<file path="src/hw/rtl/fpr_pkg.sv">
// Shared types and codes for the function entry/exit profiler.
// Used by the controller, the datapath and the top level; depends on nothing.
`timescale 1ns / 1ps
`default_nettype none

package fpr_pkg;

	localparam logic [1:0] CMD_ENTER = 2'd0;
	localparam logic [1:0] CMD_EXIT  = 2'd1;
	localparam logic [1:0] CMD_READ  = 2'd2;

	typedef enum logic [3:0] {
		ST_IDLE,
		ST_DISPATCH,
		ST_SCAN,
		ST_DRAIN,
		ST_DECIDE,
		ST_EXIT_RD,
		ST_EXIT_SUB,
		ST_EXIT_ADD,
		ST_FETCH,
		ST_DONE
	} fpr_state_t;

	typedef enum logic [1:0] {
		RSEL_SCAN,
		RSEL_SLOT,
		RSEL_RIDX
	} fpr_rsel_t;

	typedef struct packed {
		logic      ready;
		logic      rd_en;
		fpr_rsel_t rd_sel;
		logic      scan_clr;
		logic      scan_inc;
		logic      cap_match;
		logic      wr_time;
		logic      wr_alloc;
		logic      set_dropped;
		logic      sub_diff;
		logic      wr_total;
		logic      load_out;
	} fpr_cmd_t;

	typedef struct packed {
		logic is_event;
		logic is_enter;
		logic is_read;
		logic idx_ok;
		logic used_zero;
		logic full;
		logic scan_last;
		logic match;
		logic found;
		logic out_free;
	} fpr_status_t;

endpackage

`default_nettype wire

</file>
<file path="src/hw/rtl/fpr_ctrl.sv">
// Sequencing state machine of the profiler: turns datapath status into commands.
// Depends on fpr_pkg.
`timescale 1ns / 1ps
`default_nettype none

module fpr_ctrl (
	input  wire logic                clk,
	input  wire logic                arst_n,
	input  wire logic                in_valid,
	input  wire fpr_pkg::fpr_status_t st,
	output fpr_pkg::fpr_cmd_t        cmd
);

	import fpr_pkg::*;

	fpr_state_t state_q, state_d;

	always_ff @(posedge clk or negedge arst_n) begin
		if (!arst_n) begin
			state_q <= ST_IDLE;
		end else begin
			state_q <= state_d;
		end
	end

	always_comb begin
		state_d = state_q;
		case (state_q)
			ST_IDLE: begin
				if (in_valid) state_d = ST_DISPATCH;
			end
			ST_DISPATCH: begin
				if (st.is_event) begin
					state_d = st.used_zero ? ST_DECIDE : ST_SCAN;
				end else if (st.is_read && st.idx_ok) begin
					state_d = ST_FETCH;
				end else begin
					state_d = ST_DONE;
				end
			end
			ST_SCAN: begin
				// The first matching entry ends the search at once.
				if (st.match) state_d = ST_DECIDE;
				else if (st.scan_last) state_d = ST_DRAIN;
			end
			ST_DRAIN:    state_d = ST_DECIDE;
			ST_DECIDE: begin
				if (!st.is_enter && st.found) state_d = ST_EXIT_RD;
				else state_d = ST_DONE;
			end
			ST_EXIT_RD:  state_d = ST_EXIT_SUB;
			ST_EXIT_SUB: state_d = ST_EXIT_ADD;
			ST_EXIT_ADD: state_d = ST_DONE;
			ST_FETCH:    state_d = ST_DONE;
			ST_DONE: begin
				if (st.out_free) state_d = ST_IDLE;
			end
			default:     state_d = ST_IDLE;
		endcase
	end

	always_comb begin
		cmd = '0;
		cmd.rd_sel = RSEL_SCAN;
		case (state_q)
			ST_IDLE:     cmd.ready = 1'b1;
			ST_DISPATCH: cmd.scan_clr = 1'b1;
			ST_SCAN: begin
				cmd.rd_en     = 1'b1;
				cmd.rd_sel    = RSEL_SCAN;
				cmd.scan_inc  = 1'b1;
				cmd.cap_match = 1'b1;
			end
			ST_DRAIN:    cmd.cap_match = 1'b1;
			ST_DECIDE: begin
				if (st.is_enter) begin
					if (st.found) cmd.wr_time = 1'b1;
					else if (!st.full) cmd.wr_alloc = 1'b1;
					else cmd.set_dropped = 1'b1;
				end
			end
			ST_EXIT_RD: begin
				cmd.rd_en  = 1'b1;
				cmd.rd_sel = RSEL_SLOT;
			end
			ST_EXIT_SUB: cmd.sub_diff = 1'b1;
			ST_EXIT_ADD: cmd.wr_total = 1'b1;
			ST_FETCH: begin
				cmd.rd_en  = 1'b1;
				cmd.rd_sel = RSEL_RIDX;
			end
			ST_DONE:     cmd.load_out = st.out_free;
			default:     cmd = '0;
		endcase
	end

endmodule

`default_nettype wire

</file>
<file path="config.mk">
export PLATFORM = sky130hd
export DESIGN_NAME = fpr_ctrl
export DESIGN_NICKNAME = d
export VERILOG_FILES = /design/src/hw/rtl/fpr_pkg.sv /design/src/hw/rtl/fpr_ctrl.sv
export SDC_FILE = /design/constraint.sdc
export NUM_CORES = 1
export LEC_CHECK = 0
export BUFFER_PORTS_ARGS = -buffer_cell sky130_fd_sc_hd__buf_2
export CORE_AREA = 3 3 40 42
export CTS_CLUSTER_SIZE = 25
export DETAILED_ROUTE_END_ITERATION = 8
export DIE_AREA = 0 0 43 45
export PLACE_DENSITY_LB_ADDON = 0.2
export REMOVE_ABC_BUFFERS = 1
export SLEW_MARGIN = 20
export SYNTH_ARGS = -nofsm -noshare
export SYNTH_HDL_FRONTEND = slang
export SYNTH_SLANG_ARGS = --single-unit
</file>
<file path="constraint.sdc">
create_clock -name clk -period 3.2 [get_ports clk]
set_input_delay 0.16 -clock clk [delete_from_list [all_inputs] [get_ports clk]]
set_output_delay 0.16 -clock clk [all_outputs]
set_load 0.01 [all_outputs]
</file>
=== Word-level counts from Yosys, hierarchy flattened ===
Cells that the tools add are included.

* Register bits: 4
* Input port bits: 13

* Reductions and logical operators: 7
* Multiplexer cells: 23
* Eq/ne operators: 12

{| class="wikitable"
|+ Operators with widths
! cell !! count
|-
| one-hot mux 4 bit (9 select lines) || 1
|-
| 2-to-1 mux 4 bit || 6
|-
| equality test 4 x 3 -> 1 bit (second input constant) || 4
|-
| 2-to-1 mux 1 bit || 11
|-
| 2-to-1 mux 3 bit || 3
|-
| one-hot mux 3 bit (3 select lines) || 1
|-
| equality test 4 x 2 -> 1 bit (second input constant) || 2
|-
| equality test 4 bit (second input constant) || 2
|-
| equality test 4 x 1 -> 1 bit (second input constant) || 1
|-
| zero test 4 bit || 1
|-
| != test 2 bit (second input constant) || 2
|-
| OR reduction 2 bit || 2
|-
| != test 3 bit (second input constant) || 1
|-
| AND reduction 3 bit || 1
|-
| logical AND 1 bit || 2
|-
| 2-to-1 mux 2 bit || 1
|-
| zero test 1 bit || 1
|}

=== Depth between registers and ports, before layout ===
Gate-level depths: netlist of run 1.

* Word-level depth: 4
* Depth in mapped cells: 5
* Depth with buffers taken out: 4

=== Worst setup path after synthesis of run 1 ===
No wires, ideal clock.

* Kind: reg-to-output
* Start point: register state_q[3]
* End point: output port cmd[4] (netlist name)
* Stages on the path, launching flop included: 5
* Setup slack: 1.929 ns
* Data required time: 3.040 ns
* Path buffers: 0
* Arrival time: 1.111 ns
* Cell sequence: dfrtp_1 nand2b_1 nor3_2 nand2_1 nor3_1

{| class="wikitable"
|+ RTL lines
! what !! line !! text
|-
| start, declared || fpr_ctrl.sv:16 || <nowiki>fpr_state_t state_q, state_d;</nowiki>
|-
| start signal, assigned || fpr_ctrl.sv:22 || <nowiki>state_q <= state_d;</nowiki>
|-
| end, declared || fpr_ctrl.sv:11 || <nowiki>output fpr_pkg::fpr_cmd_t cmd</nowiki>
|}

==> results of run 1 <==
-- power by group --
part	leakage [nW]	switching, mW	internal [mW]
sequential	0.0506	0.0909	0.0727
combinational	0.214	0.137	0.138
clock	0.0138	0.0212	0.0420
total	0.278	0.249	0.253
-- timing repair --
item | in CTS | in global routing
buffers inserted | 0 | 0
hold endpoints to repair | 4 | 0
hold buffers | 1 | 0
-- worst max-delay path: stages (launching register included) --
cell and delay [ns]:
dfrtp_1 0.61, nand2b_1 0.24, nor3_2 0.15, nand2_1 0.11, nor3b_2 0.17, buf_2 0.15
-- layer usage --
| layer | up-vias | track usage (%) | part of all wire (%) |
|---|---|---|---|
| li1 | 262 | - | - |
| met1 | 225 | 15.8 | 46 |
| met2 | 14 | 18.0 | 48 |
| met3 | 0 | 3.59 | 6.1 |
| met4 | 0 | 3.61 | 0 |
| met5 | - | 0 | 0 |
-- layout make-up --
class	instances	area (µm²)
flip-flops and latches	4	100
repair buffers	26	135
well taps	15	18.8
multi-input cells	49	308
fillers	136	697
inverters	1	3.75
clock buffers	3	22.5
-- cell families after synthesis --
logic type / count (synthesis)
simple gates: 32
compound gates: 15
buf+inv: 5
xor+xnor: 2
flops: 4
-- path summary, 6_finish.rpt --
kind | from | end | slack (ns) | cells after the start
max in group asynchronous | arst_n | state_q[1]$_DFFE_PN0P_ | 2.83 | 2
worst min register to register | state_q[3]$_DFFE_PN0P_ | state_q[2]$_DFFE_PN0P_ | 0.78 | 1
worst max register to register | state_q[1]$_DFFE_PN0P_ | state_q[2]$_DFFE_PN0P_ | 1.74 | 4
min in group asynchronous | arst_n | state_q[0]$_DFFE_PN0P_ | 0.25 | 2
worst min-delay path | st[5] | state_q[1]$_DFFE_PN0P_ | 0.15 | 2
worst max-delay path | state_q[2]$_DFFE_PN0P_ | cmd[3] | 1.38 | 5
-- synthesized netlist by cell type, types with 2 or more instances --
| cell type | count |
|---|---|
| nor4_1 | 2 |
| nand2b_1 | 3 |
| a211oi_1 | 2 |
| a21oi_1 | 5 |
| nand2_1 | 4 |
| buf_4 | 2 |
| nor3_2 | 2 |
| dfrtp_1 | 4 |
| nor3_1 | 2 |
| nor2_1 | 11 |
| o32ai_1 | 2 |
==> metrics.cfg, run 1 <==
[timing]
maxSlewViolCount = 0
fmax_mhz = 549
setup_violations = 0
layout_min_cycle_time_ns = 1.82
relSlewSlack_pct = 67.5
final.setup.tns_ns = 0
tightestPinTransition_ns = 0.487
finalCritPeriodShare_pct = 56.9
whs_ns = 0.150
rsz0062_at_grt = false
fin_skew_ns = 0.00547
setup_ws_ns = 1.38
final-hold-violation-count = 0

[placed_design]
routabilityCongestion = 0.750
dpl_cell_area_um2 = 556
port-buffer-count = 25
hpwl_um = 826
dp_slack_ns = 1.63
dp_cells = 94

[finish]
reg.largest.list = state_q x4
layout.cells.non_filler = 98
final_area_um2 = 588
final_cell_mix = buf_2 (25), nor2_1 (11), a21oi_1 (5)
nets = 98
drive_gt1_share_pct = 41.0
largest_reg_flops = 4
postLayoutCoreUtil_pct = 45.8
regMostFlops = state_q
areaGrowthSynthToFinish_pct = 32.8
num_antenna_cells = 0
mostFrequentLayoutCell = buf_2

[critical_path]
cp_max_fo = 14
worst_setup_path_end_kind = output port
crit_type = flop to output port
critical_path_required_ns = 3.04
cp-start-kind = flop
critical_path_arrival_ns = 1.66

[yosys]
synth_top_cell_area_share_pct = 22.6
yosys.area.top_type = dfrtp_1
yosys_warnings = 0
yosys.area_share.simple_pct = 41.5
ys_seq_elements = 4
postSynthAreaPerCell_um2 = 7.64
synth_top_family_by_area = simple AND/OR/NAND/NOR gates
syn_inst = 58
synth_area_um2 = 443
synth_compound_area_share_pct = 24.0
synthFlopType = dfrtp_1
synth.area.top_cells = dfrtp_1 (23%), nor2_1 (9.3%), a21oi_1 (5.6%)
synth_adder_area_share_pct = 0
synthXorXnorAreaFrac_pct = 3.95
ys_types = 30
seq_area_frac_synth_pct = 22.6
synth_edf_count = 0
muxShareOfSynthArea_pct = 0
synth-async-reset-ratio_pct = 100

[clock_tree]
clockBufferDepth = 2
cts_num_sinks = 4
path_clk_slew_ns = 0.04
ctsResizeCount = 0
cts_buffers = 3
cts_tree = yes
clk_latency_ns = 0.24
cts-root-buf = clkbuf_4
ctsHtreeMaxLevel = 1

[job]
maxCapViolCount = 0

[die]
core_mm2 = 0.00128
row_count = 13
num_io_pins = 26
start_util_pct = 34.5
die_x_um = 43
dieArea_mm2 = 0.00194
fp.dieH_um = 45

[status]
status = finished clean

[worst_hold_path]
worstHoldPathType = input pin to flop

[power_and_ir_drop]
irDropWorstVdd_v = 0.000447
p_total_uw = 502
powerDensity_mw_per_mm2 = 853
power_leakage_nw = 0.278

[global_route]
grt_pass1_vias = 407
antenna_found_initial = 0
grt-ovfl-total = 0
grt_max_degree = 16
grt_pass1_wl_mm = 1.72
grt_usage_pct = 11.7

[routing]
first_pass_iters = 2
antenna_left = 0
drtIter0Drc = 9
wl_mm = 1.09
drcViolationCount = 0
vias = 501
wl_per_cell_um = 11.1
routed_via_density = 5.11

(Power assumes the default switching activity.)
==> inputs of run 2 (changes only) <==
==> constraint.sdc (replaced) <==
create_clock -name clk -period 1.9 [get_ports clk]
set_input_delay 0.095 -clock clk [delete_from_list [all_inputs] [get_ports clk]]
set_output_delay 0.095 -clock clk [all_outputs]
set_load 0.01 [all_outputs]
==> metrics.cfg, run 2 (same netlist as run 1, synthesis figures left out) <==
[placed_design]
dpl_cell_area_um2 = 571  ; +2.7%
hpwl_um = 887  ; +7.4%
port-buffer-count = 25  ; unchanged
routabilityCongestion = 0.754  ; +0.59%
dp_slack_ns = 0.515  ; -1.11 ns

[die]
core_mm2 = 0.00128  ; unchanged
start_util_pct = 34.5  ; unchanged
die_x_um = 43  ; unchanged
num_io_pins = 26  ; unchanged
row_count = 13  ; unchanged
dieArea_mm2 = 0.00194  ; unchanged
fp.dieH_um = 45  ; unchanged

[routing]
wl_mm = 1.19  ; +9.3%
antenna_left = 0  ; unchanged
routed_via_density = 5.03  ; -1.6%
wl_per_cell_um = 11.9  ; +7.1%
drtIter0Drc = 5  ; -4
drcViolationCount = 0  ; unchanged
first_pass_iters = 4  ; +2
vias = 503  ; +0.40%

[clock_tree]
ctsResizeCount = 0  ; unchanged
cts_buffers = 3  ; unchanged
cts-root-buf = clkbuf_4
clockBufferDepth = 2  ; unchanged
clk_latency_ns = 0.24  ; about the same
cts_num_sinks = 4  ; unchanged
path_clk_slew_ns = 0.04  ; about the same
cts_tree = yes
ctsHtreeMaxLevel = 1  ; unchanged

[finish]
largest_reg_flops = 4  ; unchanged
regMostFlops = state_q
areaGrowthSynthToFinish_pct = 36.2
drive_gt1_share_pct = 42.4  ; +1.4 points
postLayoutCoreUtil_pct = 46.9  ; +1.2 points
fill_cells = 143  ; +5.1%
mostFrequentLayoutCell = buf_2
final_cell_mix = buf_2 (25), nor2_1 (11), a21oi_1 (5)
reg.largest.list = state_q x4
nets = 100  ; +2.0%
num_antenna_cells = 0  ; unchanged
final_area_um2 = 603  ; +2.6%

[power_and_ir_drop]
power_leakage_nw = 0.288  ; +3.7%
switchingPower_uw = 430  ; +73%
irDropWorstVdd_v = 0.000606  ; +35%
intPower_uw = 447  ; +77%
combPwrFrac_pct = 61.3  ; +6.5 points
seqPwrFrac_pct = 26.3  ; -6.3 points
clkPwrFrac_pct = 12.3  ; -0.3 points
switching_share_pct = 49.0  ; -0.62 points
powerDensity_mw_per_mm2 = 1450  ; +70%

[timing]
finalCritPeriodShare_pct = 84.5
final.setup.tns_ns = 0  ; unchanged
maxSlewViolCount = 0  ; unchanged
layout_min_cycle_time_ns = 1.61
setup_violations = 0  ; unchanged
tightestPinTransition_ns = 0.488  ; +0.0000831 ns
rsz0062_at_grt = false
relSlewSlack_pct = 67.5  ; about the same
final-hold-violation-count = 0  ; unchanged
fin_skew_ns = 0.00341  ; -0.00205 ns
setup_ws_ns = 0.294  ; -1.09 ns
whs_ns = 0.0925  ; -0.0574 ns
fmax_mhz = 623

[global_route]
grt_usage_pct = 14.1  ; +2.4 points
antenna_found_initial = 0  ; unchanged
grt_max_degree = 16  ; unchanged
grt_pass1_wl_mm = 1.90  ; +10%
grt-ovfl-total = 0  ; unchanged
grt_pass1_vias = 458  ; +13%

[critical_path]
cp_max_fo = 7  ; -7
cp-start-kind = flop
critical_path_required_ns = 1.80  ; -1.24 ns
worst_setup_path_end_kind = output port
crit_type = flop to output port
critical_path_arrival_ns = 1.51  ; -0.15 ns

[worst_hold_path]
worstHoldPathType = input pin to flop

[job]
maxCapViolCount = 0  ; unchanged

[status]
status = finished clean

-- run 2: what timing repair did --
item | CTS | global route
buffers inserted | 0 | 0
endpoints found under the hold margin | 4 | 0
hold buffers | 1 | 0
-- run 2: worst max-delay path, cell delays in order, from the launching register on --
cell	delay (ns)
dfrtp_1	0.47
nand2b_1	0.22
nor3_2	0.15
nand2_1	0.11
nor3b_2	0.17
buf_2	0.14
-- run 2: path summary, 6_finish.rpt --
kind,start,end,slack [ns],cells past startpoint
max,state_q[2]$_DFFE_PN0P_,cmd[3],0.29,5
min,st[5],state_q[1]$_DFFE_PN0P_,0.09,2
max reg2reg,state_q[1]$_DFFE_PN0P_,state_q[2]$_DFFE_PN0P_,0.49,4
min reg2reg,state_q[2]$_DFFE_PN0P_,state_q[3]$_DFFE_PN0P_,0.66,1
max in group asynchronous,arst_n,state_q[3]$_DFFE_PN0P_,1.60,2
min in group asynchronous,arst_n,state_q[0]$_DFFE_PN0P_,0.19,2
-- run 2: final cells by class --
type	instances	area, µm²	share of cell area, %
repair buffers	28	150	24.9
flip-flops and latches	4	100	16.6
clock buffers	3	22.5	3.73
multi-input cells	49	308	51.0
well taps	15	18.8	3.11
inverters	1	3.75	0.622
-- run 2: routing by layer --
layer	global-route usage, %	wire [µm]
met1	15.9	534
met2	19.2	554
met3	6.77	86
met4	13.3	10
met5	0	0
-- run 2: power groups by stage --
stage          clock network [mW]  logic [mW]  registers (mW)
6_report                    0.108       0.538           0.231
5_1_grt                     0.126       0.600           0.237
4_1_cts                     0.114       0.542           0.230
3_5_place_dp                    0       0.538           0.230
3_3_place_gp                    0       0.538           0.229
2_1_floorplan                   0       0.342           0.240
-- run 2: per-stage QoR --
stage / power (mW) / cells
global route: 0.963 / 100
CTS: 0.886 / 100
finish: 0.877 / 100
global placement: 0.767 / 96
floorplan: 0.582 / 54
detailed placement: 0.768 / 96
